==> src/rtl/gmm_pkg.sv <==
// gmm_pkg: shared constants, register map and types for the 3x3 gray morphology unit
// no dependencies; imported by every other file of the block

package gmm_pkg;

  localparam int GMM_MAX_WIDTH  = 2048;
  localparam int GMM_MAX_HEIGHT = 2048;

  localparam int PIX_W      = 8;
  localparam int DIM_W      = 12;
  localparam int APB_AW     = 4;
  localparam int APB_DW     = 32;
  localparam int WIN_TAPS   = 9;
  localparam int WIN_CENTER = 4;

  // register indexes, byte address is 4 * index
  localparam logic [1:0] REG_FRAME_WIDTH  = 2'd0;
  localparam logic [1:0] REG_FRAME_HEIGHT = 2'd1;
  localparam logic [1:0] REG_MORPH_MODE   = 2'd2;

  localparam logic MODE_ERODE  = 1'b0;
  localparam logic MODE_DILATE = 1'b1;

  localparam logic [DIM_W-1:0] FRAME_WIDTH_RST  = 12'd640;
  localparam logic [DIM_W-1:0] FRAME_HEIGHT_RST = 12'd480;

  localparam logic [PIX_W-1:0] PIX_MAX = 8'hff;
  localparam logic [PIX_W-1:0] PIX_MIN = 8'h00;

  typedef struct packed {
    logic [DIM_W-1:0] frame_width;
    logic [DIM_W-1:0] frame_height;
    logic             morph_mode;
  } gmm_cfg_t;

  // one request after the counter stage; nb_valid is indexed column * 3 + row
  typedef struct packed {
    logic                emit;
    logic                eof;
    logic [WIN_TAPS-1:0] nb_valid;
    logic [PIX_W-1:0]    pix;
  } gmm_item_t;

endpackage

==> src/rtl/gmm_regs.sv <==
// gmm_regs: APB register file holding frame size and morphology mode
// depends on gmm_pkg; raises restart when a frame dimension is written

module gmm_regs (
  input  logic                         clk,
  input  logic                         rst,
  input  logic                         psel,
  input  logic                         penable,
  input  logic                         pwrite,
  input  logic [gmm_pkg::APB_AW-1:0]   paddr,
  input  logic [gmm_pkg::APB_DW-1:0]   pwdata,
  output logic [gmm_pkg::APB_DW-1:0]   prdata,
  output logic                         pready,
  output gmm_pkg::gmm_cfg_t            cfg,
  output logic                         restart
);
  import gmm_pkg::*;

  logic       wr;
  logic [1:0] idx;

  assign pready  = 1'b1;
  assign idx     = paddr[APB_AW-1:2];
  assign wr      = psel && penable && pwrite && pready;
  assign restart = wr && ((idx == REG_FRAME_WIDTH) || (idx == REG_FRAME_HEIGHT));

  always_ff @(posedge clk) begin
    if (rst) begin
      cfg.frame_width  <= FRAME_WIDTH_RST;
      cfg.frame_height <= FRAME_HEIGHT_RST;
      cfg.morph_mode   <= MODE_ERODE;
    end else if (wr) begin
      case (idx)
        REG_FRAME_WIDTH:  cfg.frame_width  <= pwdata[DIM_W-1:0];
        REG_FRAME_HEIGHT: cfg.frame_height <= pwdata[DIM_W-1:0];
        REG_MORPH_MODE:   cfg.morph_mode   <= pwdata[0];
        default: ;
      endcase
    end
  end

  always_comb begin
    case (idx)
      REG_FRAME_WIDTH:  prdata = APB_DW'(cfg.frame_width);
      REG_FRAME_HEIGHT: prdata = APB_DW'(cfg.frame_height);
      REG_MORPH_MODE:   prdata = APB_DW'(cfg.morph_mode);
      default:          prdata = '0;
    endcase
  end

endmodule

==> config.mk <==
export PLATFORM = sky130hd
export DESIGN_NAME = gmm_regs
export DESIGN_NICKNAME = d
export VERILOG_FILES = /design/src/rtl/gmm_pkg.sv /design/src/rtl/gmm_regs.sv
export SDC_FILE = /design/constraint.sdc
export NUM_CORES = 1
export LEC_CHECK = 0
export ABC_AREA = 1
export BUFFER_PORTS_ARGS = -buffer_cell sky130_fd_sc_hd__buf_2
export CAP_MARGIN = 20
export CORE_MARGIN = 2
export CORE_UTILIZATION = 36
export DETAILED_ROUTE_END_ITERATION = 6
export PLACE_DENSITY = 0.79
export REMOVE_ABC_BUFFERS = 1
export SLEW_MARGIN = 25
export SYNTH_ARGS = -nofsm -noshare
export SYNTH_HDL_FRONTEND = slang
export SYNTH_SLANG_ARGS = --single-unit
==> constraint.sdc <==
create_clock -name clk -period 0.8 [get_ports clk]
set_input_delay 0.08 -clock clk [delete_from_list [all_inputs] [get_ports clk]]
set_output_delay 0.08 -clock clk [all_outputs]
set_load 0.02 [all_outputs]
# Word-level counts from Yosys, hierarchy flattened
# Index checks and enable logic that the tools add are counted.
[word_totals]
reg_bits = 25
elab_cells = 14
[classes]
n_eq_ne = 2
n_mux = 1
reduce_logical = 8
[ops]
columns = ["op", "count"]
rows = [
  ["12-bit case mux with 3 select lines", 1],
  ["2-bit AND reduction", 3],
  ["1-bit logical AND", 3],
  ["2-bit by 1-bit == test with 1-bit output, second input constant", 1],
  ["2-bit == test, second input constant", 1],
  ["2-bit zero test", 1],
  ["1-bit logical OR", 1],
]

# Logic depth before layout (Yosys ltp)
[depth]
ltp_word = 3
ltp_mapped = 6

# Least setup slack after synthesis
# OpenSTA, ideal clock, no wires.
[synth_timing]
kind = "flip-flop to output port"
startpoint = "reg cfg[23] in the netlist's numbering"
endpoint = "out prdata[10] in the netlist's numbering"
arrival_time_ns = 0.721
required_ns = 0.720
path_slack_ns = -0.001
path_stages_with_launch = 2
n_path_buf = 0
path_cell_list = "dfxtp_1 a22o_1"
[synth_via]
elab_chain_cells = 1
[synth_lines]
columns = ["item", "line", "rtl"]
rows = [
  ["start: declaration", "gmm_regs.sv:14", "output gmm_pkg::gmm_cfg_t cfg,"],
  ["12-bit case mux with 3 select lines", "gmm_regs.sv:43", "case (idx)"],
  ["end: declaration", "gmm_regs.sv:12", "output logic [gmm_pkg::APB_DW-1:0] prdata,"],
]
# Every way passes these cells.

# Final worst setup path
[layout_timing]
startpoint = "reg cfg[16] in the netlist's numbering"
endpoint = "out prdata[3] in the netlist's numbering"
# Same word-level chain as after synthesis.

==> impl_metrics.ini <==
[pwr]
p_leak_nw = 1.22
vdd_drop_max_mv = 0.621
power_density_nw_per_um2 = 1150
power.switching_mw = 0.811
internal_power_mw = 1.91
pwr-share-clk = 0.278
pwr-share-seq = 0.477
combPwrFrac = 0.245
swShare = 0.298
finalPower_mw = 2.72

[finish]
largest_registers = cfg: 25 flops
top_register = cfg
num-nets-final = 330
antennaDiodeCount = 0
area_delta_synth_final_pct = 76.7
largest_register_ffs = 25
fillers = 307
fin_cells = 336
drive_above_1_share = 0.531

[clock_tree]
tritoncts = yes
insertion_delay_ns = 0.26
cts_root_buf = clkbuf_8
clkTransAtPathRegs_ns = 0.09
cts_buffer_depth = 2
htree_levels = 1
clock-sinks = 25
numCtsBuffers = 3
hold_buffers = 0

[sta]
setup_viol = 40
setup_slack_ns = -0.247
fin_tns_setup_ns = -5.13
slew_viol_final = 0
rsz0062_at_grt = true
period_minus_slack_ns = 1.05
fin_crit_sh = 1.31
clock_skew_ns = 0
max_freq_mhz = 956
report.final.hold_viol_count = 0

[synthesis]
synth_cell_types = 13
yosys_warnings = 0
syn_avg_cell_area_um2 = 6.87
synth_top_family_by_area = simple AND/OR/NAND/NOR gates
synth_common_cells = nand2_1, nor2_1, nand3_1
synthMuxAreaShare = 0
seq_area_frac_synth = 0.373
synth-seq-cells = 25
synthArstFlopShare = 0
synth_compound_area_frac = 0.0756
yosysTopAreaCellShare = 0.373
synth_area_leaders = dfxtp_1, buf_4, nand2_1
synth_enable_flop_cells = 0
synthFlopType = dfxtp_1
synth_cells = 195
synthSimpleGateAreaFrac = 0.343
syn_area_um2 = 1340
synth_xor_area_frac = 0
synth_fa_ha_area_frac = 0
yosysTopAreaCell = dfxtp_1

[global_route]
antenna_found_initial = 0
grt_max_degree = 26
gr-total-overflow = 0
grt_util_all_layers = 0.174
grt_pass1_wl_um = 5780
grt_pass1_vias = 1284

[critical_path]
crit_arrival_ns = 0.97
r2r-end = cfg[17]
start_kind = flip-flop
rrSetupSlack_ns = -0.01
slowest_stage = dfxtp_2
path_class = reg -> out
critPathMaxFanout = 2
slowest_delay_ns = 0.34
r2r_cells = 4
crit_chain = a22o_1 -> buf_6
worstReg2RegStart = cfg[17]
required_ns = 0.72
endpoint_kind = output port

[placed_design]
place_hpwl_um = 2330
portBuffers = 56
place_worst_setup_slack_ns = -0.154
dpl.cell_count = 301
gp_congestion = 0.773

[status]
violations = negative setup slack
status = finished, violations left

[worst_hold_path]
min_from = pwdata[8]
min_path_type = in -> reg
hold_depth = 3
min_to = cfg[9]

[route]
ant_nets = 0
dr.pass1.iters = 6
wl_um = 4140
vias = 1516
vias_per_cell = 4.51
wl_per_cell_um = 12.3
initialDrtViolationCount = 98
route.detailed.drc = 0

[die]
coreArea_um2 = 3610
dieArea_um2 = 4230
die_y_um = 65.0
start_util = 0.372
placementRows = 22
io_pins = 100
die_w_um = 65.0

[run]
drv_cap = 0
routing by layer:
layer	share of wire	GRT usage
met5	0	0
met4	0.0075	0.0313
met3	0.052	0.0260
met2	0.55	0.349
met1	0.39	0.192
stage by stage:
stage / util / instance area (µm²) / hold WS, ns
finish: 0.656 / 2370 / 0.0396
global route: 0.656 / 2370 / 0.0323
CTS: 0.600 / 2160 / 0.0371
detailed placement: 0.462 / 1670 / 0.315
global placement: 0.462 / 1670 / 0.308
floorplan: - / 1200 / 0.206
cell usage in the layout (no fill, tap or decap), types with 2 or more instances in the layout:
| cell type | instances |
|---|---|
| nor2_4 | 6 |
| nor2_2 | 8 |
| buf_4 | 20 |
| nand3_1 | 25 |
| conb_1 | 21 |
| inv_1 | 12 |
| dfxtp_2 | 25 |
| buf_2 | 19 |
| clkbuf_8 | 3 |
| buf_12 | 2 |
| a22o_1 | 11 |
| nand2_1 | 35 |
| buf_6 | 60 |
| inv_2 | 3 |
| nor2_1 | 30 |
| nand2_2 | 4 |
| nand3_2 | 2 |
worst max-delay path: cells and delay by family, from the launching register on:
family                 cells  cell delay [ns]
buffers and inverters      1             0.13
AOI/OAI and AO/OA          1             0.23
DFF                        1             0.34
power by group through the flow:
stage               logic, mW  registers, mW  clock network [mW]
floorplan               0.274           1.35                   0
global placement        0.496           1.32                   0
detailed placement      0.502           1.32                   0
CTS                     0.610           1.30               0.759
global route            0.716           1.30               0.834
finish                  0.666           1.30               0.756
worst max path at each step:
| stage | slack, ns | start | end |
|---|---|---|---|
| floorplan | -0.21 | psel | cfg[6] |
| global placement | -0.14 | paddr[3] | prdata[8] |
| detailed placement | -0.15 | paddr[3] | prdata[2] |
| CTS | -0.22 | cfg[15] | prdata[2] |
| global route | -0.27 | cfg[16] | prdata[3] |
| finish | -0.25 | cfg[16] | prdata[3] |
cell type report:
cell class,count,area [µm²],share of cell area
timing repair buffer,101,961,0.406
multi-input combinational,143,712,0.301
sequential,25,532,0.225
tap,48,60.1,0.0254
inverter,15,56.3,0.0238
clock buffer,3,41.3,0.0174
clock inverter,1,5.00,0.00211
kinds of logic (layout without fill, tap and decap cells):
kind of cell / after synthesis / in the layout
flops: 25 / 25
buf+inv: 46 / 120
simple gates: 110 / 110
other cells: 2 / 21
compound gates: 12 / 12
repair_timing:
item	CTS	global route
gates resized for setup	109	34
pin swaps	11	17
setup endpoints to repair	37	42
setup buffers	20	11
Power figures use the tool's default switching activity.
