## config.mk

```make
export PLATFORM = sky130hd
export DESIGN_NAME = gmm_window
export DESIGN_NICKNAME = d
export VERILOG_FILES = /design/src/rtl/gmm_pkg.sv /design/src/rtl/gmm_window.sv
export SDC_FILE = /design/constraint.sdc
export NUM_CORES = 1
export LEC_CHECK = 0
export ABC_AREA = 1
export CAP_MARGIN = 20
export CORE_UTILIZATION = 45
export CTS_CLUSTER_DIAMETER = 200
export CTS_CLUSTER_SIZE = 8
export DETAILED_ROUTE_END_ITERATION = 10
export DONT_BUFFER_PORTS = 1
export PLACE_DENSITY_LB_ADDON = 0.08
export RECOVER_POWER = 25
export REMOVE_ABC_BUFFERS = 1
export SKIP_CTS_REPAIR_TIMING = 1
export SLEW_MARGIN = 30
export SYNTH_ARGS = -nofsm -noshare
export SYNTH_HDL_FRONTEND = slang
export SYNTH_SLANG_ARGS = --single-unit
```

## constraint.sdc

```tcl
create_clock -name clk -period 31.5 [get_ports clk]
set_input_delay 3.15 -clock clk [delete_from_list [all_inputs] [get_ports clk]]
set_output_delay 3.15 -clock clk [all_outputs]
set_load 0.01 [all_outputs]
```

## src/rtl/gmm_pkg.sv

```systemverilog
// gmm_pkg: shared constants, register map and types for the 3x3 gray morphology unit
// no dependencies; imported by every other file of the block

package gmm_pkg;

  localparam int GMM_MAX_WIDTH  = 2048;
  localparam int GMM_MAX_HEIGHT = 2048;

  localparam int PIX_W      = 8;
  localparam int DIM_W      = 12;
  localparam int APB_AW     = 4;
  localparam int APB_DW     = 32;
  localparam int WIN_TAPS   = 9;
  localparam int WIN_CENTER = 4;

  // register indexes, byte address is 4 * index
  localparam logic [1:0] REG_FRAME_WIDTH  = 2'd0;
  localparam logic [1:0] REG_FRAME_HEIGHT = 2'd1;
  localparam logic [1:0] REG_MORPH_MODE   = 2'd2;

  localparam logic MODE_ERODE  = 1'b0;
  localparam logic MODE_DILATE = 1'b1;

  localparam logic [DIM_W-1:0] FRAME_WIDTH_RST  = 12'd640;
  localparam logic [DIM_W-1:0] FRAME_HEIGHT_RST = 12'd480;

  localparam logic [PIX_W-1:0] PIX_MAX = 8'hff;
  localparam logic [PIX_W-1:0] PIX_MIN = 8'h00;

  typedef struct packed {
    logic [DIM_W-1:0] frame_width;
    logic [DIM_W-1:0] frame_height;
    logic             morph_mode;
  } gmm_cfg_t;

  // one request after the counter stage; nb_valid is indexed column * 3 + row
  typedef struct packed {
    logic                emit;
    logic                eof;
    logic [WIN_TAPS-1:0] nb_valid;
    logic [PIX_W-1:0]    pix;
  } gmm_item_t;

endpackage

```

## src/rtl/gmm_window.sv

```systemverilog
// gmm_window: 3x3 window shift, masked neighbour min/max and the result register
// depends on gmm_pkg; takes line store data and the stage register from gmm_front

module gmm_window (
  input  logic                         clk,
  input  logic                         rst,
  input  logic                         s1_valid,
  input  gmm_pkg::gmm_item_t           s1_item,
  input  logic [2*gmm_pkg::PIX_W-1:0]  line_data,
  input  logic                         morph_mode,
  output logic                         s1_adv,
  output logic [2*gmm_pkg::PIX_W-1:0]  wr_data,
  input  logic                         out_ready,
  output logic                         out_valid,
  output logic [gmm_pkg::PIX_W-1:0]    out_value,
  output logic                         out_eof
);
  import gmm_pkg::*;

  logic [PIX_W-1:0] win      [WIN_TAPS];
  logic [PIX_W-1:0] win_next [WIN_TAPS];
  logic [PIX_W-1:0] up, mid, acc;

  assign up  = line_data[2*PIX_W-1:PIX_W];
  assign mid = line_data[PIX_W-1:0];

  // upper takes the old middle, middle takes the new pixel
  assign wr_data = {mid, s1_item.pix};
  assign s1_adv  = s1_valid && (!s1_item.emit || !out_valid || out_ready);

  always_comb begin
    for (int k = 0; k < WIN_TAPS - 3; k++) win_next[k] = win[k+3];
    win_next[WIN_TAPS-3] = up;
    win_next[WIN_TAPS-2] = mid;
    win_next[WIN_TAPS-1] = s1_item.pix;
  end

  always_comb begin
    acc = (morph_mode == MODE_DILATE) ? PIX_MIN : PIX_MAX;
    for (int k = 0; k < WIN_TAPS; k++) begin
      if (s1_item.nb_valid[k] && (k != WIN_CENTER)) begin
        if (morph_mode == MODE_DILATE) begin
          if (win_next[k] > acc) acc = win_next[k];
        end else begin
          if (win_next[k] < acc) acc = win_next[k];
        end
      end
    end
  end

  always_ff @(posedge clk) begin
    if (rst) begin
      out_valid <= 1'b0;
      for (int k = 0; k < WIN_TAPS; k++) win[k] <= PIX_MIN;
    end else begin
      if (s1_adv) begin
        for (int k = 0; k < WIN_TAPS; k++) win[k] <= win_next[k];
      end
      if (s1_adv && s1_item.emit) out_valid <= 1'b1;
      else if (out_ready) out_valid <= 1'b0;
    end
  end

  always_ff @(posedge clk) begin
    if (s1_adv && s1_item.emit) begin
      out_value <= acc;
      out_eof   <= s1_item.eof;
    end
  end

endmodule

```

* Word level (Yosys, flattened, before mapping) *
Memory sizes are Yosys's and may differ from the RTL's.
Cells that the tools add are included.

word-level totals
  register bits after elaboration = 10
  bits in latches = 0
  bits in writable memories = 72
  memory bits (read-only) = 0
  input bits = 40
  output and inout port bits = 27
  memories kept = 1

cells by class
  add/subtract/negate cells = 0
  $mul = 0
  div/mod/pow operators = 0
  magnitude comparators = 16
  equality and inequality tests = 0
  shift operators = 0
  muxes and demuxes = 49
  bitwise gates (word level) = 9
  reduce and logical (&&, ||, !) cells = 7

memory list
  name  words  width  rd ports  clocked after Yosys merged registers in  write ports  RTL line          source
  win   9      8      6         0                                        9            gmm_window.sv:20  logic [PIX_W-1:0] win [WIN_TAPS];

operator list
  kind                        number
  2-to-1 mux 8 bit            42
  > comparator 8 bit          8
  less-than comparator 8 bit  8
  bitwise OR 1 bit            9
  2-to-1 mux 1 bit            7
  logical AND 1 bit           2
  logical NOT 1 bit           2
  logical OR 1 bit            2
  nonzero test 2 bit          1

* Longest topological paths before layout *
  depth in word-level cells = 33
  depth in mapped cells = 106
  mapped depth without buffers = 99

* Worst setup path after synthesis *
OpenSTA, ideal clock, no wires.

  kind = input to register
  start = input morph_mode
  end = register out_value[2] in the netlist's numbering (data pin)
  data arrival time = 14.673 ns
  path slack = 16.574 ns
  stages = 95
  path through = buf_4 inv_2 buf_2 buf_2 clkbuf_1 ha_1 inv_1 nand2_1 nand2_1 nand2_1 nand2_1 nand2_1 nand2_2 nand2_1 inv_2 o31ai_2 ha_1 inv_1 [... 59 more ...] inv_1 nand2_1 nand2_1 nand2_1 nand2_1 ha_1 nand2_1 nor2_1 nand2_1 o211ai_1 o21ai_1 buf_2 o21ai_0 inv_1 nand2_1 nand2_1 nand2_1 nand2_1

between the ends
  longest elaborated chain between the ends = 33

ends and longest elaborated chain
  element                                                           RTL line                            source
  start, declared                                                   gmm_window.sv:10                    input logic morph_mode,
  2-to-1 mux 8 bit                                                  gmm_window.sv:39                    acc = (morph_mode == MODE_DILATE) ? PIX_MIN : PIX_MAX;
  less-than comparator 8 bit or > comparator 8 bit (tied branches)  gmm_window.sv:45, gmm_window.sv:43
  2-to-1 mux 8 bit, on equally long branches                        gmm_window.sv:45, gmm_window.sv:43
  2-to-1 mux 8 bit                                                  gmm_window.sv:42                    if (morph_mode == MODE_DILATE) begin
  2-to-1 mux 8 bit                                                  gmm_window.sv:41                    if (s1_item.nb_valid[k] && (k != WIN_CENTER)) begin
  less-than comparator 8 bit or > comparator 8 bit (tied branches)  gmm_window.sv:45, gmm_window.sv:43
  2-to-1 mux 8 bit, on equally long branches                        gmm_window.sv:45, gmm_window.sv:43
  2-to-1 mux 8 bit                                                  gmm_window.sv:42
  [... 18 more ...]                                                 n/a
  2-to-1 mux 8 bit, on equally long branches                        gmm_window.sv:45, gmm_window.sv:43
  2-to-1 mux 8 bit                                                  gmm_window.sv:42
  2-to-1 mux 8 bit                                                  gmm_window.sv:41
  less-than comparator 8 bit or > comparator 8 bit (tied branches)  gmm_window.sv:45, gmm_window.sv:43
  2-to-1 mux 8 bit, on equally long branches                        gmm_window.sv:45, gmm_window.sv:43
  2-to-1 mux 8 bit                                                  gmm_window.sv:42
  2-to-1 mux 8 bit (*)                                              gmm_window.sv:41
  named net acc[2]                                                  gmm_window.sv:22                    logic [PIX_W-1:0] up, mid, acc;
  end signal, assigned                                              gmm_window.sv:66                    out_value <= acc;
  end, declared                                                     gmm_window.sv:15                    output logic [gmm_pkg::PIX_W-1:0] out_value,

Mark *: on every way through the listed nets, which the timed path passes. The rest lies on a longest branch.
A chain may end at the register's enable or synchronous reset.

* Worst setup path in the final report *
  start = input morph_mode
  end = register out_value[7] in the netlist's numbering (data pin)

The elaborated chain is that of the path after synthesis.

==> qor.yml <==
power:
  vdd_drop_max_mv: 0.02905
  p_sw_uw: 153.6
  cellPowerDensity_nw_per_um2: 58.43
  p_leak_nw: 3.492
  swShare_pct: 40.43
  pwr-share-comb_pct: 44.8
  clkPwrFrac_pct: 29.8
  p_int_uw: 226.4
  seqPwrFrac_pct: 25.4
logic_synthesis:
  async_flop_share_pct: 0
  yosysSeqAreaShare_pct: 28.08
  postSynthAreaPerCell_sq_um: 6.883
  synth_edf_count: 57
  synth.top_cell.area_share_pct: 27.75
  post-synth-top-area-cell: "edfxtp_1"
  ys_top_cells_by_area: "edfxtp_1 (28%), nand2_1 (15%), ha_1 (13%), inv_1 (9.3%), nand3_1 (7.6%)"
  syn_area_sq_um: 6167
  ys.flop_type: "edfxtp_1"
  ys_seq_elements: 58
  ys_types: 39
  synth_cells: 896
  ys_warn_count: 0
sta:
  layout_min_cycle_time_ns: 16.82
  hold_viol_final: 0
  setup_violations: 0
  fmaxAchievable_mhz: 59.44
  rsz0062_at_grt: "false"
  worst_slew_pin_slew_ns: 2.038
  clock_skew_ns: 0.005600
  relSlewSlack_pct: -36.20
  drv_slew: 49
  setup_tns_ns: 0
  finalCritPeriodShare_pct: 53.41
worst_setup_path:
  cp.arrival_ns: 16.91
  crit_slowest_cell: "o41ai_4"
  crit_required_ns: 31.59
  cp_top_family: "simple AND/OR/NAND/NOR gates"
  critPathCaptureType: "register"
  critPathMaxStageDelay_ns: 0.53
  critPathKind: "input pin to register"
  path_common_cell: "nand2_1"
  path_buf_inv: 14
  crit_path_start_kind: "input pin"
  crit_path_max_fanout: 43
layout:
  multiInputGateArea_sq_um: 3587
  antennaDiodeCount: 0
  synthToLayoutAreaGrowth_pct: 5.458
  drive_above_1_share_pct: 9.497
  n_fill_cell: 1340
  final_util_pct: 48.92
  fin_nets: 973
  fin_area_sq_um: 6504
  seq_area_sq_um: 1732
route:
  ant_nets: 0
  viasPerCell: 5.305
  drc_errors: 0
  drt_wl_total_microns: 16100
  vias: 5570
  avgRoutedWirePerCell_microns: 15.34
  drtIter0Drc: 378
  drtPass1Iterations: 5
die:
  num_rows: 42
  die_area_sq_um: 14180
  initial_core_util_pct: 46.39
  fp.coreArea_sq_um: 13300
  num_io_pins: 67
  die_x_microns: 119.1
  die_y_microns: 119.1
clock_network:
  htree_levels: 3
  cts_buffer_depth: 2
  path_clk_slew_ns: 0.06
  cts_sinks: 58
  numCtsBuffers: 9
  clockRootBuffer: "clkbuf_16"
  cts_tree: "built"
  clk_latency_ns: 0.33
global_routing:
  grt_remaining_overflow: 0
  grt_max_degree: 49
  antenna_found_initial: 0
  grt.total_usage_pct: 23.48
  grt_pass1_vias: 5361
  grt_pass1_wl_microns: 26080
placed_design:
  place_congestion: 0.8592
  post_dp_cell_area_sq_um: 6166
  dp_hpwl_microns: 12510
  port_buffers: 0
flow_run:
  cap_violations: 1
outcome:
  violations: "capacitance limit, slew limit"
  status: "finished, violations left"
worst_hold_path:
  hold_path_class: "register to register"
[routing by layer]
layer | global-route usage (%) | part of all wire (%) | vias up
met3 | 3.927 | 5.2 | 16
li1 | - | - | 2839
met2 | 39.10 | 47 | 146
met5 | 0 | 0 | -
met1 | 30.82 | 46 | 2569
met4 | 7.595 | 1.3 | 0
[layout make-up]
cell class | count | area share [%]
flip-flops and latches | 58 | 26.63
well taps | 176 | 3.386
repair buffers | 3 | 0.3463
clock buffers | 9 | 3.463
clock inverters | 7 | 1.789
multi-input cells | 637 | 55.16
inverters | 160 | 9.234
[cell usage after synthesis (2+ instances only)]
library cell,number
inv_2,7
o21a_1,5
buf_4,20
o211ai_2,3
a21oi_2,2
nand4_1,7
o211ai_1,2
nor2_2,2
nand3_2,6
o31ai_2,4
clkbuf_1,10
o21ai_2,4
inv_1,153
nor2_1,59
a21boi_1,2
a21oi_1,27
ha_1,64
nand2_2,22
nand3_1,94
edfxtp_1,57
o21ai_1,8
o21ai_0,60
nand2_4,4
a211oi_1,2
nand2_1,250
buf_2,9
[worst reg2reg max path, delay by kind of cell (launching register included)]
kind / cells / cell delay [ns]
AO/OA/AOI/OAI: 21 / 4.87
adder cells (fa/ha/maj): 8 / 2.29
buffers and inverters: 12 / 1.05
flip-flops: 1 / 0.45
AND/OR/NAND/NOR: 41 / 5.09
[through the flow]
stage               setup slack (ns)  hold WS, ns  instances  total power, mW
finish                         14.68       0.5430       1050           0.3800
global route                   13.36       0.5652       1050           0.4099
CTS                            14.51       0.5471       1050           0.3807
detailed placement             14.18       0.5316       1034           0.2665
global placement               14.22       0.5263       1034           0.2608
floorplan                      16.02       0.5192        855           0.2256
[state kept, by name, indices dropped and copies added (netlist names)]
signal and count:
out_valid 1, win 48, out_eof 1, out_value 8
[logic make-up after synthesis]
| logic type | share of synthesized area, % |
|---|---|
| flip-flops | 28.08 |
| AO/OA/AOI/OAI | 12.96 |
| adder cells (fa/ha/maj) | 12.98 |
| multiplexers | 0.2231 |
| buffers and inverters | 13.88 |
| AND/OR/NAND/NOR | 31.87 |
[worst paths after layout]
path / slack [ns] / end / start / cells after the start
worst min register to register: 0.54 / win[0][34] / win[0][58] / 2
worst max register to register: 17.51 / out_value[7] / win[0][31] / 82
worst min-delay path: 0.54 / win[0][34] / win[0][58] / 2
worst max-delay path: 14.68 / out_value[7] / morph_mode / 87
[cells in the final DEF (no fill, tap or decap), drive strengths merged, types with 6 or more instances in the layout]
cell	instances
nand2	276
inv	161
nand3	101
o21ai	72
ha	64
nor2	61
edfxtp	57
a21oi	30
clkbuf	9
nand4	7
o31ai	6
o211ai	6
[power groups by stage]
stage               registers (mW)  logic [mW]  clock network [mW]
floorplan                   0.0963       0.129                   0
global placement            0.0978       0.163                   0
detailed placement          0.0978       0.169                   0
CTS                         0.0963       0.169               0.115
global route                0.0969       0.195               0.118
finish                      0.0964       0.170               0.113
Power figures use the tool's default switching activity.
