File: config.mk
export PLATFORM = sky130hd
export DESIGN_NAME = gmm_front
export DESIGN_NICKNAME = d
export VERILOG_FILES = /design/src/rtl/gmm_pkg.sv /design/src/rtl/gmm_front.sv
export SDC_FILE = /design/constraint.sdc
export NUM_CORES = 1
export LEC_CHECK = 0
export BUFFER_PORTS_ARGS = -buffer_cell sky130_fd_sc_hd__buf_2
export CORE_ASPECT_RATIO = 1.25
export CORE_MARGIN = 5
export CORE_UTILIZATION = 30
export CTS_CLUSTER_DIAMETER = 60
export DETAILED_ROUTE_END_ITERATION = 12
export PLACE_DENSITY = 0.54
export SLEW_MARGIN = 20
export SYNTH_ARGS = -nofsm -noshare
export SYNTH_HDL_FRONTEND = slang
export SYNTH_SLANG_ARGS = --single-unit
File: constraint.sdc
create_clock -name clk -period 3.9 [get_ports clk]
set_input_delay 0.195 -clock clk [delete_from_list [all_inputs] [get_ports clk]]
set_output_delay 0.195 -clock clk [all_outputs]
set_load 0.1 [all_outputs]
File: src/rtl/gmm_pkg.sv
// gmm_pkg: shared constants, register map and types for the 3x3 gray morphology unit
// no dependencies; imported by every other file of the block

package gmm_pkg;

  localparam int GMM_MAX_WIDTH  = 2048;
  localparam int GMM_MAX_HEIGHT = 2048;

  localparam int PIX_W      = 8;
  localparam int DIM_W      = 12;
  localparam int APB_AW     = 4;
  localparam int APB_DW     = 32;
  localparam int WIN_TAPS   = 9;
  localparam int WIN_CENTER = 4;

  // register indexes, byte address is 4 * index
  localparam logic [1:0] REG_FRAME_WIDTH  = 2'd0;
  localparam logic [1:0] REG_FRAME_HEIGHT = 2'd1;
  localparam logic [1:0] REG_MORPH_MODE   = 2'd2;

  localparam logic MODE_ERODE  = 1'b0;
  localparam logic MODE_DILATE = 1'b1;

  localparam logic [DIM_W-1:0] FRAME_WIDTH_RST  = 12'd640;
  localparam logic [DIM_W-1:0] FRAME_HEIGHT_RST = 12'd480;

  localparam logic [PIX_W-1:0] PIX_MAX = 8'hff;
  localparam logic [PIX_W-1:0] PIX_MIN = 8'h00;

  typedef struct packed {
    logic [DIM_W-1:0] frame_width;
    logic [DIM_W-1:0] frame_height;
    logic             morph_mode;
  } gmm_cfg_t;

  // one request after the counter stage; nb_valid is indexed column * 3 + row
  typedef struct packed {
    logic                emit;
    logic                eof;
    logic [WIN_TAPS-1:0] nb_valid;
    logic [PIX_W-1:0]    pix;
  } gmm_item_t;

endpackage

File: src/rtl/gmm_front.sv
// gmm_front: raster counters, request classification and the stage register
// depends on gmm_pkg; drives the line store read port

module gmm_front #(
  parameter  int MAX_WIDTH  = gmm_pkg::GMM_MAX_WIDTH,
  parameter  int MAX_HEIGHT = gmm_pkg::GMM_MAX_HEIGHT,
  localparam int CW         = $clog2(MAX_WIDTH)
) (
  input  logic                       clk,
  input  logic                       rst,
  input  gmm_pkg::gmm_cfg_t          cfg,
  input  logic                       restart,
  input  logic                       in_valid,
  input  logic [gmm_pkg::PIX_W-1:0]  in_pixel,
  input  logic                       in_drain,
  output logic                       in_ready,
  input  logic                       s1_adv,
  output logic                       s1_valid,
  output gmm_pkg::gmm_item_t         s1_item,
  output logic [CW-1:0]              s1_col,
  output logic                       rd_en,
  output logic [CW-1:0]              rd_addr
);
  import gmm_pkg::*;

  localparam int WW  = $clog2(MAX_WIDTH + 1);
  localparam int HW  = $clog2(MAX_HEIGHT + 1);
  localparam int IRW = $clog2(MAX_HEIGHT + 3);

  logic [CW-1:0]  in_col;
  logic [IRW-1:0] in_row;
  logic [CW-1:0]  out_col;
  logic [HW-1:0]  out_row;

  logic [WW-1:0]  w_eff;
  logic [HW-1:0]  h_eff;
  logic           accept, frame_in, skip, take, primed, emit, eof;
  logic [WW-1:0]  col_inc, oc_inc;
  logic [HW-1:0]  orow_inc;
  logic           in_wrap, last_col, last_row;
  logic           left, right, top, bottom;
  gmm_item_t      item;

  // zero means one, oversize saturates
  always_comb begin
    if (cfg.frame_width == '0) w_eff = WW'(1);
    else if (32'(cfg.frame_width) > 32'(MAX_WIDTH)) w_eff = WW'(MAX_WIDTH);
    else w_eff = WW'(cfg.frame_width);
    if (cfg.frame_height == '0) h_eff = HW'(1);
    else if (32'(cfg.frame_height) > 32'(MAX_HEIGHT)) h_eff = HW'(MAX_HEIGHT);
    else h_eff = HW'(cfg.frame_height);
  end

  assign in_ready = !s1_valid || s1_adv;
  assign accept   = in_valid && in_ready;
  assign frame_in = in_row >= IRW'(h_eff);
  // drain before the frame is complete is dropped
  assign skip     = in_drain && !frame_in;
  assign take     = accept && !skip;

  assign primed   = (in_row >= IRW'(2)) || ((in_row == IRW'(1)) && (in_col != '0));
  assign emit     = primed && (out_row < h_eff);

  assign col_inc  = WW'(in_col) + WW'(1);
  assign in_wrap  = col_inc >= w_eff;
  assign oc_inc   = WW'(out_col) + WW'(1);
  assign last_col = oc_inc >= w_eff;
  assign orow_inc = out_row + HW'(1);
  assign last_row = orow_inc >= h_eff;
  assign eof      = emit && last_col && last_row;

  assign left   = out_col != '0;
  assign right  = !last_col;
  assign top    = out_row != '0;
  assign bottom = !last_row;

  always_comb begin
    item.emit     = emit;
    item.eof      = eof;
    item.nb_valid = {right & bottom, right, right & top,
                     bottom, 1'b0, top,
                     left & bottom, left, left & top};
    item.pix      = frame_in ? PIX_MIN : in_pixel;
  end

  assign rd_en   = take;
  assign rd_addr = in_col;

  always_ff @(posedge clk) begin
    if (rst) begin
      in_col   <= '0;
      in_row   <= '0;
      out_col  <= '0;
      out_row  <= '0;
      s1_valid <= 1'b0;
    end else begin
      if (restart || (take && eof)) begin
        in_col  <= '0;
        in_row  <= '0;
        out_col <= '0;
        out_row <= '0;
      end else if (take) begin
        if (in_wrap) begin
          in_col <= '0;
          in_row <= in_row + IRW'(1);
        end else begin
          in_col <= col_inc[CW-1:0];
        end
        if (emit) begin
          if (last_col) begin
            out_col <= '0;
            out_row <= orow_inc;
          end else begin
            out_col <= oc_inc[CW-1:0];
          end
        end
      end
      if (take) s1_valid <= 1'b1;
      else if (s1_adv) s1_valid <= 1'b0;
    end
  end

  always_ff @(posedge clk) begin
    if (take) begin
      s1_item <= item;
      s1_col  <= in_col;
    end
  end

endmodule

Yosys cells after proc, flatten, opt, wreduce, memory -nomap -nowiden
Cells that the tools add are included.
Widths: inputs -> output; s select.

storage, ports and cells
  flip-flop bits (word level) = 76
  logic and storage cells = 61

cells by class
  bitwise logic cells = 4
  reductions and logical operators = 26
  mux-type cells = 8
  magnitude comparators = 8
  $add $sub $neg = 4
  equality and inequality tests = 1

operators by type and width
  operator               count
  $ge 12x12->1           4
  $mux 12                4
  $add 11x1->12 const B  2
  $add 12x1->12 const B  2
  $gt 12x12->1 const B   2
  $logic_not 12->1       2
  $mux 11                2
  $reduce_bool 11->1     2
  $eq 12x1->1 const B    1
  $ge 12x2->1 const B    1
  $lt 12x12->1           1
  $reduce_bool 12->1     1
  $logic_and 1x1->1      8
  $logic_not 1->1        5
  $and 1x1->1            4
  $reduce_and 2->1       2
  $logic_or 1x1->1       3
  $reduce_and 3->1       1
  $mux 1                 2
  $reduce_bool 2->1      1
  $reduce_or 2->1        1

Logic depth before layout (Yosys ltp)
Gate-level depths: netlist of the first run.

  depth after elaboration = 11
  mapped depth = 15

Worst setup path after synthesis of the first run
OpenSTA, ideal clock, no wires.

  kind = register to register
  start = register s1_valid
  end = register in_col[9] (netlist: rd_addr[9])
  stages on the path, launching flop included = 9
  setup time = 0.117 ns
  arrival = 4.431 ns
  clock period less this slack = 4.548 ns
  required time = 3.783 ns
  slack = -0.648 ns
  path buffers = 1
  cell sequence = dfxtp_1 nand2b_1 nand2_1 a31o_2 inv_2 clkbuf_1 o21ai_0 a21oi_1 nor2_1

on the way
  word-level cells in the longest chain between the ends = 7

ends and longest elaborated chain
  element                           line              text
  start: declaration                gmm_front.sv:18   output logic s1_valid,
  start signal: assignment          gmm_front.sv:95   s1_valid <= 1'b0;
  start signal: assignment          gmm_front.sv:118  if (take) s1_valid <= 1'b1;
  start signal: assignment          gmm_front.sv:119  else if (s1_adv) s1_valid <= 1'b0;
  $logic_not 1->1 *                 gmm_front.sv:54   assign in_ready = !s1_valid || s1_adv;
  $logic_or 1x1->1 *                gmm_front.sv:54
  via in_ready                      gmm_front.sv:16   output logic in_ready,
  $logic_and 1x1->1 *               gmm_front.sv:55   assign accept = in_valid && in_ready;
  $logic_and 1x1->1 *               gmm_front.sv:59   assign take = accept && !skip;
  via rd_en                         gmm_front.sv:21   output logic rd_en,
  $logic_and 1x1->1                 gmm_front.sv:97   if (restart || (take && eof)) begin
  $logic_or 1x1->1                  gmm_front.sv:97
  $reduce_or 2->1 (no source line)  -
  end signal: assignment            gmm_front.sv:107  in_col <= col_inc[CW-1:0];
  end: declaration                  gmm_front.sv:30   logic [CW-1:0] in_col;

The timed path passes the listed nets; every way through them passes the cells marked *.
A chain may end at the register's enable or synchronous reset.

Worst setup path after layout of the first run
  start = register out_col[0]
  end = register out_col[9]

on the way
  word-level cells in the longest chain between the ends = 7
  elaborated cells on any way between the ends = 8
  classes of those cells = add/sub: 1; order compare: 1; mux: 1; reduce/logical: 5

ends and longest elaborated chain
  element                           line              text
  start: declaration                gmm_front.sv:32   logic [CW-1:0] out_col;
  start signal: assignment          gmm_front.sv:114  out_col <= oc_inc[CW-1:0];
  $add 11x1->12 *                   gmm_front.sv:66   assign oc_inc = WW'(out_col) + WW'(1);
  $ge 12x12->1                      gmm_front.sv:67   assign last_col = oc_inc >= w_eff;
  $logic_and 1x1->1 (2 in a row)    gmm_front.sv:70   assign eof = emit && last_col && last_row;
  $logic_and 1x1->1                 gmm_front.sv:97
  $logic_or 1x1->1                  gmm_front.sv:97
  $reduce_or 2->1 (no source line)  -

Every way passes the cells marked *; elsewhere a longest branch is shown, timed or not.

==> qor.yml, run 1 <==
status: "finished clean"
fmax_ghz: 0.279
hold_class: "primary input to flop"
via_count: 4597
seq_area_sq_um: 1810
ys.warnings.count: 0
grt_pass1_wl_um: 23400
synth_top_area_share: 0.184
ir_drop_mv: 0.177
gp_congestion: 0.888
p_leak_nw: 2.64
yosysSeqAreaShare: 0.355
required_ns: 4.17
rows: 53
layout-drive-gt1-share: 0.188
cp_max_fo: 10
rsz0062_at_grt: "false"
cts_hold_repair.buffers: 0
cts.sinks: 76
place_hpwl_um: 11000
grt_start_max_net_pins: 24
core_area_sq_um: 16800
die_w_um: 127
fin_crit_sh: 0.918
path_clk_slew_ns: 0.06
grt_overflow: 0
wire_per_inst_um: 15.9
routed_wl_um: 14000
io_pins: 83
cap_violations: 0
powerDensity_nw_per_um2: 320
netlist_area_sq_um: 5110
yosysUniqueCellTypes: 53
worst_setup_path_end_kind: "flop"
dieHeight_um: 156
stdcell_count: 880
antenna_found_initial: 0
crit_chain: "ha_1 > and3_1 > nand3_1 > or2_2 > nor2_1 > xor2_1 > ha_1 > a211oi_2 > o211a_1 > a221oi_2 > buf_4 > nor2_1 > a32o_1"
slew_viol_final: 0
hold_viol_final: 0
synth_edf_count: 29
die_area_sq_um: 19800
dpl_cell_area_sq_um: 5780
cts_tree: "done"
final_core_util: 0.363
power_mw: 1.95
port_buffers: 80
crit_arrival_ns: 3.85
fin_nets: 763
numCtsBuffers: 9
syn_area_per_cell_sq_um: 8.92
mostFrequentLayoutCells: "buf_2, ha_1, nand2_1"
yosys.area.top_type: "dfxtp_1"
synth_top_flop_cell: "dfxtp_1"
htree_num_levels: 3
start_kind: "flop"
dr.pass1.iters: 4
relSlewSlack: 0.393
fillers: 1688
track_usage: 0.144
design_area_sq_um: 6100
clockBufferDepth: 2
grt_pass1_vias: 4677
syn_inst: 573
setup_viol_count_final: 0
drtIter0Drc: 281
synthesis.nets: 681
clk_latency_ns: 0.33
syn_to_final_growth_pct: 19.4
worst_slew_pin_slew_ns: 0.907
finClkSkew_ns: 0.00390
viasPerCell: 5.22
final_common_cell: "buf_2"
synth-async-reset-ratio: 0
synthTopCellsByArea: "dfxtp_1, edfxtp_1, ha_1, nand2_1, a21oi_1"
antenna_cells: 0
yosys_register_bits: 76
slowest_stage: "nor2_1"
initial_core_util: 0.304
cp_slowest_stage_delay_ns: 0.45
fin_tns_setup_ns: 0
critPathKind: "flop to flop"
dp.cells: 863
cts-root-buf: "clkbuf_16"
min_period_ns: 3.58
multi_input_area_sq_um: 3130
drc: 0
final_antenna_net_count: 0
==> power by group <==
group          switching (mW)  total (mW)  internal [mW]
Clock                   0.346       0.845          0.499
Combinational           0.203       0.263         0.0598
Sequential            0.00422       0.841          0.837
==> area by class of cell <==
cell class              count  area share
well taps                 220      0.0451
multi-input cells         455       0.513
clock inverters             7      0.0125
clock buffers               9      0.0369
repair buffers             92      0.0825
flip-flops and latches     76       0.297
inverters                  21      0.0129
==> worst paths after layout <==
kind | start | to | slack [ns] | cells past startpoint
max | out_col[0] | out_col[9] | 0.32 | 13
min | rst | s1_valid | 0.04 | 2
max reg2reg | out_col[0] | out_col[9] | 0.32 | 13
min reg2reg | out_col[1] | out_col[1] | 0.49 | 2
==> routing by layer <==
layer,global-route usage,vias up,share of wire
met5,0,-,0
met4,0.0618,0,0.023
met3,0.0322,22,0.048
met2,0.238,120,0.48
met1,0.182,2186,0.45
li1,-,2269,-
==> Yosys cell counts, drive strengths merged, types with 3 or more instances <==
cell    instances
ha             69
nand2          63
nor2           51
dfxtp          47
a21oi          41
nand3          35
edfxtp         29
and3           26
o21ai          26
inv            21
xor2           21
nor4           20
xnor2          18
clkbuf         12
nor3           10
buf             9
a32o            7
nand4b          7
a21o            6
a31oi           6
nor3b           5
nand4           4
a211oi          3
a31o            3
and4            3
nor2b           3
o31ai           3
or4             3
==> worst max-delay path: cells and delay by family, from the launching register on <==
kind                     cells  cell delay, ns
AO/OA/AOI/OAI                4            0.74
XOR/XNOR                     1            0.21
adder cells (fa/ha/maj)      2            0.55
buffers and inverters        1            0.20
flip-flops                   1            0.40
AND/OR/NAND/NOR              5            1.42
==> sequential cells by signal (all words and copies together), names as in the netlist <==
name and flops:
s1_item 18, in_row 12, out_row 12, out_col 11
rd_addr 11, s1_col 11, s1_valid 1
==> timing repair <==
action,in CTS,in global routing
gates resized for setup,0,2
setup buffers,0,1
endpoints found under the setup margin,0,40
==> per-stage QoR <==
| stage | setup slack (ns) | hold slack (ns) |
|---|---|---|
| after floorplan | 0.238 | 0.264 |
| after global placement | 0.279 | 0.389 |
| after detailed placement | 0.178 | 0.391 |
| after CTS | 0.132 | 0.0362 |
| after global routing | 0.0378 | 0.0491 |
| final | 0.319 | 0.0424 |
==> cells by family (layout without fill, tap and decap cells) <==
group / after synthesis / count (layout) / share of synthesized area
buffers and inverters: 42 / 129 / 0.0353
DFF: 76 / 76 / 0.355
and+or+nand+nor: 238 / 238 / 0.239
adders and majority gates: 69 / 69 / 0.169
xor gates and xnor gates: 39 / 39 / 0.0669
AOI/OAI and AO/OA: 108 / 108 / 0.134
other: 1 / 1 / 0.000734
Note: power is estimated with default switching activity, not from simulation.
==> inputs of run 2 (changes only) <==
--- a/config.mk
+++ b/config.mk
@@ -8,10 +8,10 @@
 export BUFFER_PORTS_ARGS = -buffer_cell sky130_fd_sc_hd__buf_2
 export CORE_ASPECT_RATIO = 1.25
 export CORE_MARGIN = 5
-export CORE_UTILIZATION = 30
+export CORE_UTILIZATION = 35
 export CTS_CLUSTER_DIAMETER = 60
 export DETAILED_ROUTE_END_ITERATION = 12
-export PLACE_DENSITY = 0.54
+export PLACE_DENSITY = 0.6
 export SLEW_MARGIN = 20
 export SYNTH_ARGS = -nofsm -noshare
 export SYNTH_HDL_FRONTEND = slang
==> qor.yml, run 2 (same netlist as run 1, synthesis figures left out) <==
r2r_end: "in_row[1]"  # was out_col[9]
worst_slew_pin_slew_ns: 0.858  # was 0.907 ns
antenna_cells: 0  # unchanged
min_from: "rst"  # unchanged
worst_setup_path_end_kind: "flop"  # unchanged
multi_input_area_sq_um: 3140  # was 3130 sq um
rows: 49  # was 53
fillers: 1407  # was 1688
ir_drop_mv: 0.186  # was 0.177 mV
cts-root-buf: "clkbuf_16"  # unchanged
largest-register: "s1_item"  # unchanged
final_antenna_net_count: 0  # unchanged
largest_reg_flops: 18  # unchanged
initial_core_util: 0.356  # was 0.304
hold_viol_final: 0  # unchanged
gp_congestion: 0.833  # was 0.888
htree_num_levels: 3  # unchanged
hold_path_end: "s1_valid"  # unchanged
core_area_sq_um: 14300  # was 16800 sq um
grt_pass1_wl_um: 22200  # was 23400 um
die_area_sq_um: 17100  # was 19800 sq um
critPathKind: "flop to flop"  # unchanged
powerDensity_nw_per_um2: 311  # was 320 nW/um^2
wire_per_inst_um: 16.0  # was 15.9 um
status: "finished clean"  # unchanged
port_buffers: 80  # unchanged
viasPerCell: 5.40  # was 5.22
cp_slowest_stage_delay_ns: 0.41  # was 0.45 ns
place_hpwl_um: 10400  # was 11000 um
crit_chain: "ha_2 > and3_1 > nand3_1 > or2_2 > nor2_1 > xor2_1 > ha_1 > a211oi_2 > o211a_1 > a221oi_2 > buf_4 > nand3_4 > o21ai_1 > buf_12 > a211oi_1"  # was ha_1 > and3_1 > nand3_1 > or2_2 > nor2_1 > xor2_1 > ha_1 > a211oi_2 > o211a_1 > a221oi_2 > buf_4 > nor2_1 > a32o_1
slew_viol_final: 0  # unchanged
p_leak_nw: 2.64  # about the same
layout-drive-gt1-share: 0.192  # was 0.188
grt_start_max_net_pins: 24  # unchanged
final_common_cell: "buf_2"  # unchanged
dpl_cell_area_sq_um: 5730  # was 5780 sq um
dieHeight_um: 145  # was 156 um
crit_buf_inv: 2  # was 1
numCtsBuffers: 9  # unchanged
ff2ff_setup_slack_ns: 0.32  # about the same
hold_depth: 2  # unchanged
regToRegStartpoint: "out_col[0]"  # unchanged
setup_viol_count_final: 0  # unchanged
io_pins: 83  # unchanged
seq_area_sq_um: 1810  # unchanged
drc: 0  # unchanged
required_ns: 4.15  # was 4.17 ns
cp_top_family: "simple AND/OR/NAND/NOR gates"  # unchanged
clockBufferDepth: 2  # unchanged
mostFrequentLayoutCells: "buf_2, ha_1, nand2_1"  # unchanged
slowest_stage: "dfxtp_1"  # was nor2_1
fmax_ghz: 0.279  # about the same
cp_max_fo: 23  # was 10
reg2reg_depth: 15  # was 13
grt_pass1_vias: 4485  # was 4677
antenna_found_initial: 0  # unchanged
track_usage: 0.155  # was 0.144
syn_to_final_growth_pct: 18.6  # was 19.4%
hold_class: "primary input to flop"  # unchanged
cap_violations: 0  # unchanged
fin_crit_sh: 0.919  # was 0.918
grt_overflow: 0  # unchanged
via_count: 4544  # was 4597
start_kind: "flop"  # unchanged
routed_wl_um: 13500  # was 14000 um
fin_nets: 766  # was 763
path_clk_slew_ns: 0.07  # was 0.06 ns
drtIter0Drc: 359  # was 281
finClkSkew_ns: 0.0112  # was 0.00390 ns
clk_latency_ns: 0.34  # was 0.33 ns
min_period_ns: 3.58  # about the same
cts.sinks: 76  # unchanged
largestRegisters: "s1_item x18, in_row x12, out_row x12"  # unchanged
dr.pass1.iters: 5  # was 4
power_mw: 1.88  # was 1.95 mW
design_area_sq_um: 6060  # was 6100 sq um
die_w_um: 118  # was 127 um
relSlewSlack: 0.425  # was 0.393
crit_arrival_ns: 3.84  # was 3.85 ns
cts_tree: "done"  # unchanged
[run 2: worst max path at each step]
stage / from / endpoint / slack [ns] / cells after the start
CTS: out_col[0] / in_row[1] / 0.17 / 15
global route: out_col[0] / out_row[2] / -0.02 / 16
global placement: out_col[0] / in_row[1] / 0.33 / 15
finish: out_col[0] / in_row[1] / 0.32 / 15
floorplan: rd_addr[0] / in_row[5] / 0.24 / 14
detailed placement: out_col[0] / in_row[1] / 0.21 / 15
[run 2: final cells by class]
cell class | instances | share of cell area
multi-input combinational | 455 | 0.518
sequential | 76 | 0.299
timing repair buffer | 95 | 0.0874
clock buffer | 10 | 0.0378
tap | 178 | 0.0368
inverter | 21 | 0.0130
clock inverter | 6 | 0.00805
[run 2: power by group]
group,leakage (nW),total [mW],internal [mW],switching (mW)
Clock,0.126,0.784,0.437,0.347
Combinational,1.85,0.260,0.0602,0.199
Sequential,0.661,0.841,0.837,0.00425
Total,2.64,1.88,1.33,0.551
[run 2: layer usage]
layer  GRT usage  vias up  share of wire
met1       0.180     2148           0.42
met3      0.0288       21          0.038
li1            -     2277              -
met4      0.0734        0          0.030
met2       0.272       98           0.51
met5           0        -              0
[run 2: stage by stage]
stage | setup slack, ns | std cells | hold WS (ns) | util | setup TNS (ns)
5_1_grt | -0.0248 | 841 | 0.0694 | 0.422 | -0.0248
3_5_place_dp | 0.212 | 822 | 0.401 | 0.400 | 0
4_1_cts | 0.166 | 838 | 0.0486 | 0.419 | 0
3_3_place_gp | 0.332 | 822 | 0.400 | 0.400 | 0
2_1_floorplan | 0.238 | 573 | 0.264 | - | 0
6_report | 0.318 | 841 | 0.0611 | 0.422 | 0
[run 2: timing repair]
| item | 4_1_cts | 5_1_grt |
|---|---|---|
| setup buffers | 0 | 2 |
| hold buffers | 0 | 0 |
| endpoints found under the setup margin | 0 | 31 |
| resized for setup | 0 | 4 |
==> inputs of run 3 (changes only) <==
==> constraint.sdc (replaced) <==
create_clock -name clk -period 4.3 [get_ports clk]
set_input_delay 0.215 -clock clk [delete_from_list [all_inputs] [get_ports clk]]
set_output_delay 0.215 -clock clk [all_outputs]
set_load 0.1 [all_outputs]
==> qor.yml, run 3 (same netlist as run 1, synthesis figures left out) <==
largestRegisters: "s1_item x18, in_row x12, out_row x12"  # unchanged
cp_max_fo: 11  # was 23
grt_pass1_wl_um: 22200  # about the same
cts_hold_repair.buffers: 0  # unchanged
antenna_cells: 0  # unchanged
stdcell_count: 835  # was 841
worst_slew_pin_slew_ns: 0.943  # was 0.858 ns
port_buffers: 80  # unchanged
die_w_um: 118  # unchanged
finClkSkew_ns: 0.00727  # was 0.0112 ns
fillers: 1388  # was 1407
dieHeight_um: 145  # unchanged
syn_to_final_growth_pct: 18.6  # about the same
clk_latency_ns: 0.34  # about the same
mostFrequentLayoutCells: "buf_2, ha_1, nand2_1"  # unchanged
dr.pass1.iters: 5  # unchanged
ir_drop_mv: 0.239  # was 0.186 mV
grt_use_met2: 0.275  # was 0.272
largest-register: "s1_item"  # unchanged
p_leak_nw: 2.65  # was 2.64 nW
via_count: 4586  # was 4544
routed_wl_um: 13500  # about the same
drtIter0Drc: 410  # was 359
crit_arrival_ns: 4.05  # was 3.84 ns
track_usage: 0.155  # about the same
drc: 0  # unchanged
cts.repair.resized: 0  # unchanged
core_area_sq_um: 14300  # unchanged
multi_input_area_sq_um: 3120  # was 3140 sq um
cts-root-buf: "clkbuf_16"  # unchanged
cap_violations: 0  # unchanged
final_antenna_net_count: 0  # unchanged
powerDensity_nw_per_um2: 315  # was 311 nW/um^2
slew_viol_final: 0  # unchanged
final_core_util: 0.422  # about the same
gp_congestion: 0.843  # was 0.833
rows: 49  # unchanged
worst_setup_path_end_kind: "flop"  # unchanged
layout-drive-gt1-share: 0.180  # was 0.192
min_period_ns: 3.79  # was 3.58 ns
hold_class: "primary input to flop"  # unchanged
rsz0062_at_grt: "false"
htree_num_levels: 3  # unchanged
grt_pass1_vias: 4464  # was 4485
antenna_found_initial: 0  # unchanged
start_kind: "flop"  # unchanged
place_hpwl_um: 10500  # was 10400 um
critPathKind: "flop to flop"  # unchanged
required_ns: 4.56  # was 4.15 ns
clockBufferDepth: 2  # unchanged
seq_area_sq_um: 1810  # unchanged
grt_start_max_net_pins: 24  # unchanged
power_mw: 1.91  # was 1.88 mW
post_cts_buffers: 0  # unchanged
setup_viol_count_final: 0  # unchanged
io_pins: 83  # unchanged
hold_viol_final: 0  # unchanged
fmax_ghz: 0.264  # was 0.279 GHz
fin_crit_sh: 0.882  # was 0.919
largest_reg_flops: 18  # unchanged
die_area_sq_um: 17100  # unchanged
path_clk_slew_ns: 0.06  # was 0.07 ns
status: "finished clean"  # unchanged
fin_tns_setup_ns: 0  # unchanged
numCtsBuffers: 9  # unchanged
top_usage_layer: "met2"  # unchanged
wire_per_inst_um: 16.2  # was 16.0 um
relSlewSlack: 0.365  # was 0.425
met1_usage: 0.181  # was 0.180
dp.cells: 819  # was 822
grt_overflow: 0  # unchanged
globalRouteMet3Util: 0.0272  # was 0.0288
cts.sinks: 76  # unchanged
viasPerCell: 5.49  # was 5.40
cts_tree: "done"  # unchanged
final_common_cell: "buf_2"  # unchanged
fin_nets: 760  # was 766
initial_core_util: 0.356  # unchanged
-- run 3: final timing paths --
check	start	to	slack, ns	cells after the start
worst max register to register	out_col[0]	out_row[4]	0.51	13
worst min-delay path	rst	s1_valid	0.08	2
worst max-delay path	out_col[0]	out_row[4]	0.51	13
worst min register to register	out_col[1]	out_col[1]	0.50	2
-- run 3: stage by stage --
step	worst slack (ns)	instance area [sq um]	hold WS, ns
final	0.509	6060	0.0775
after global routing	0.167	6060	0.0773
after CTS	0.494	6060	0.0698
after detailed placement	0.525	5700	0.421
after global placement	0.590	5700	0.419
after floorplan	0.638	5110	0.284
-- run 3: routing by layer --
| metal | vias up | part of all wire |
|---|---|---|
| li1 | 2255 | - |
| met5 | - | 0 |
| met4 | 0 | 0.031 |
| met3 | 28 | 0.046 |
| met1 | 2171 | 0.42 |
| met2 | 132 | 0.51 |
-- run 3: critical path, stage by stage (launching register included) --
cell and delay (ns):
dfxtp_1 0.41, ha_1 0.25, and3_1 0.26, nand3_1 0.18, or2_2 0.39, nor2_1 0.14
xor2_1 0.24, ha_1 0.19, a211oi_1 0.09, o211a_1 0.12, a221oi_1 0.49, nand3_2 0.31
or4_1 0.48, a31oi_1 0.17
-- run 3: area by class of cell --
type,count,area share
clock buffers,11,0.0419
well taps,178,0.0368
repair buffers,89,0.0772
inverters,21,0.0130
clock inverters,5,0.0178
flip-flops and latches,76,0.299
multi-input cells,455,0.514
-- run 3: report_power, final --
part	total, mW	internal [mW]	switching, mW
registers	0.763	0.759	0.00364
clock network	0.915	0.605	0.310
logic	0.233	0.0522	0.181
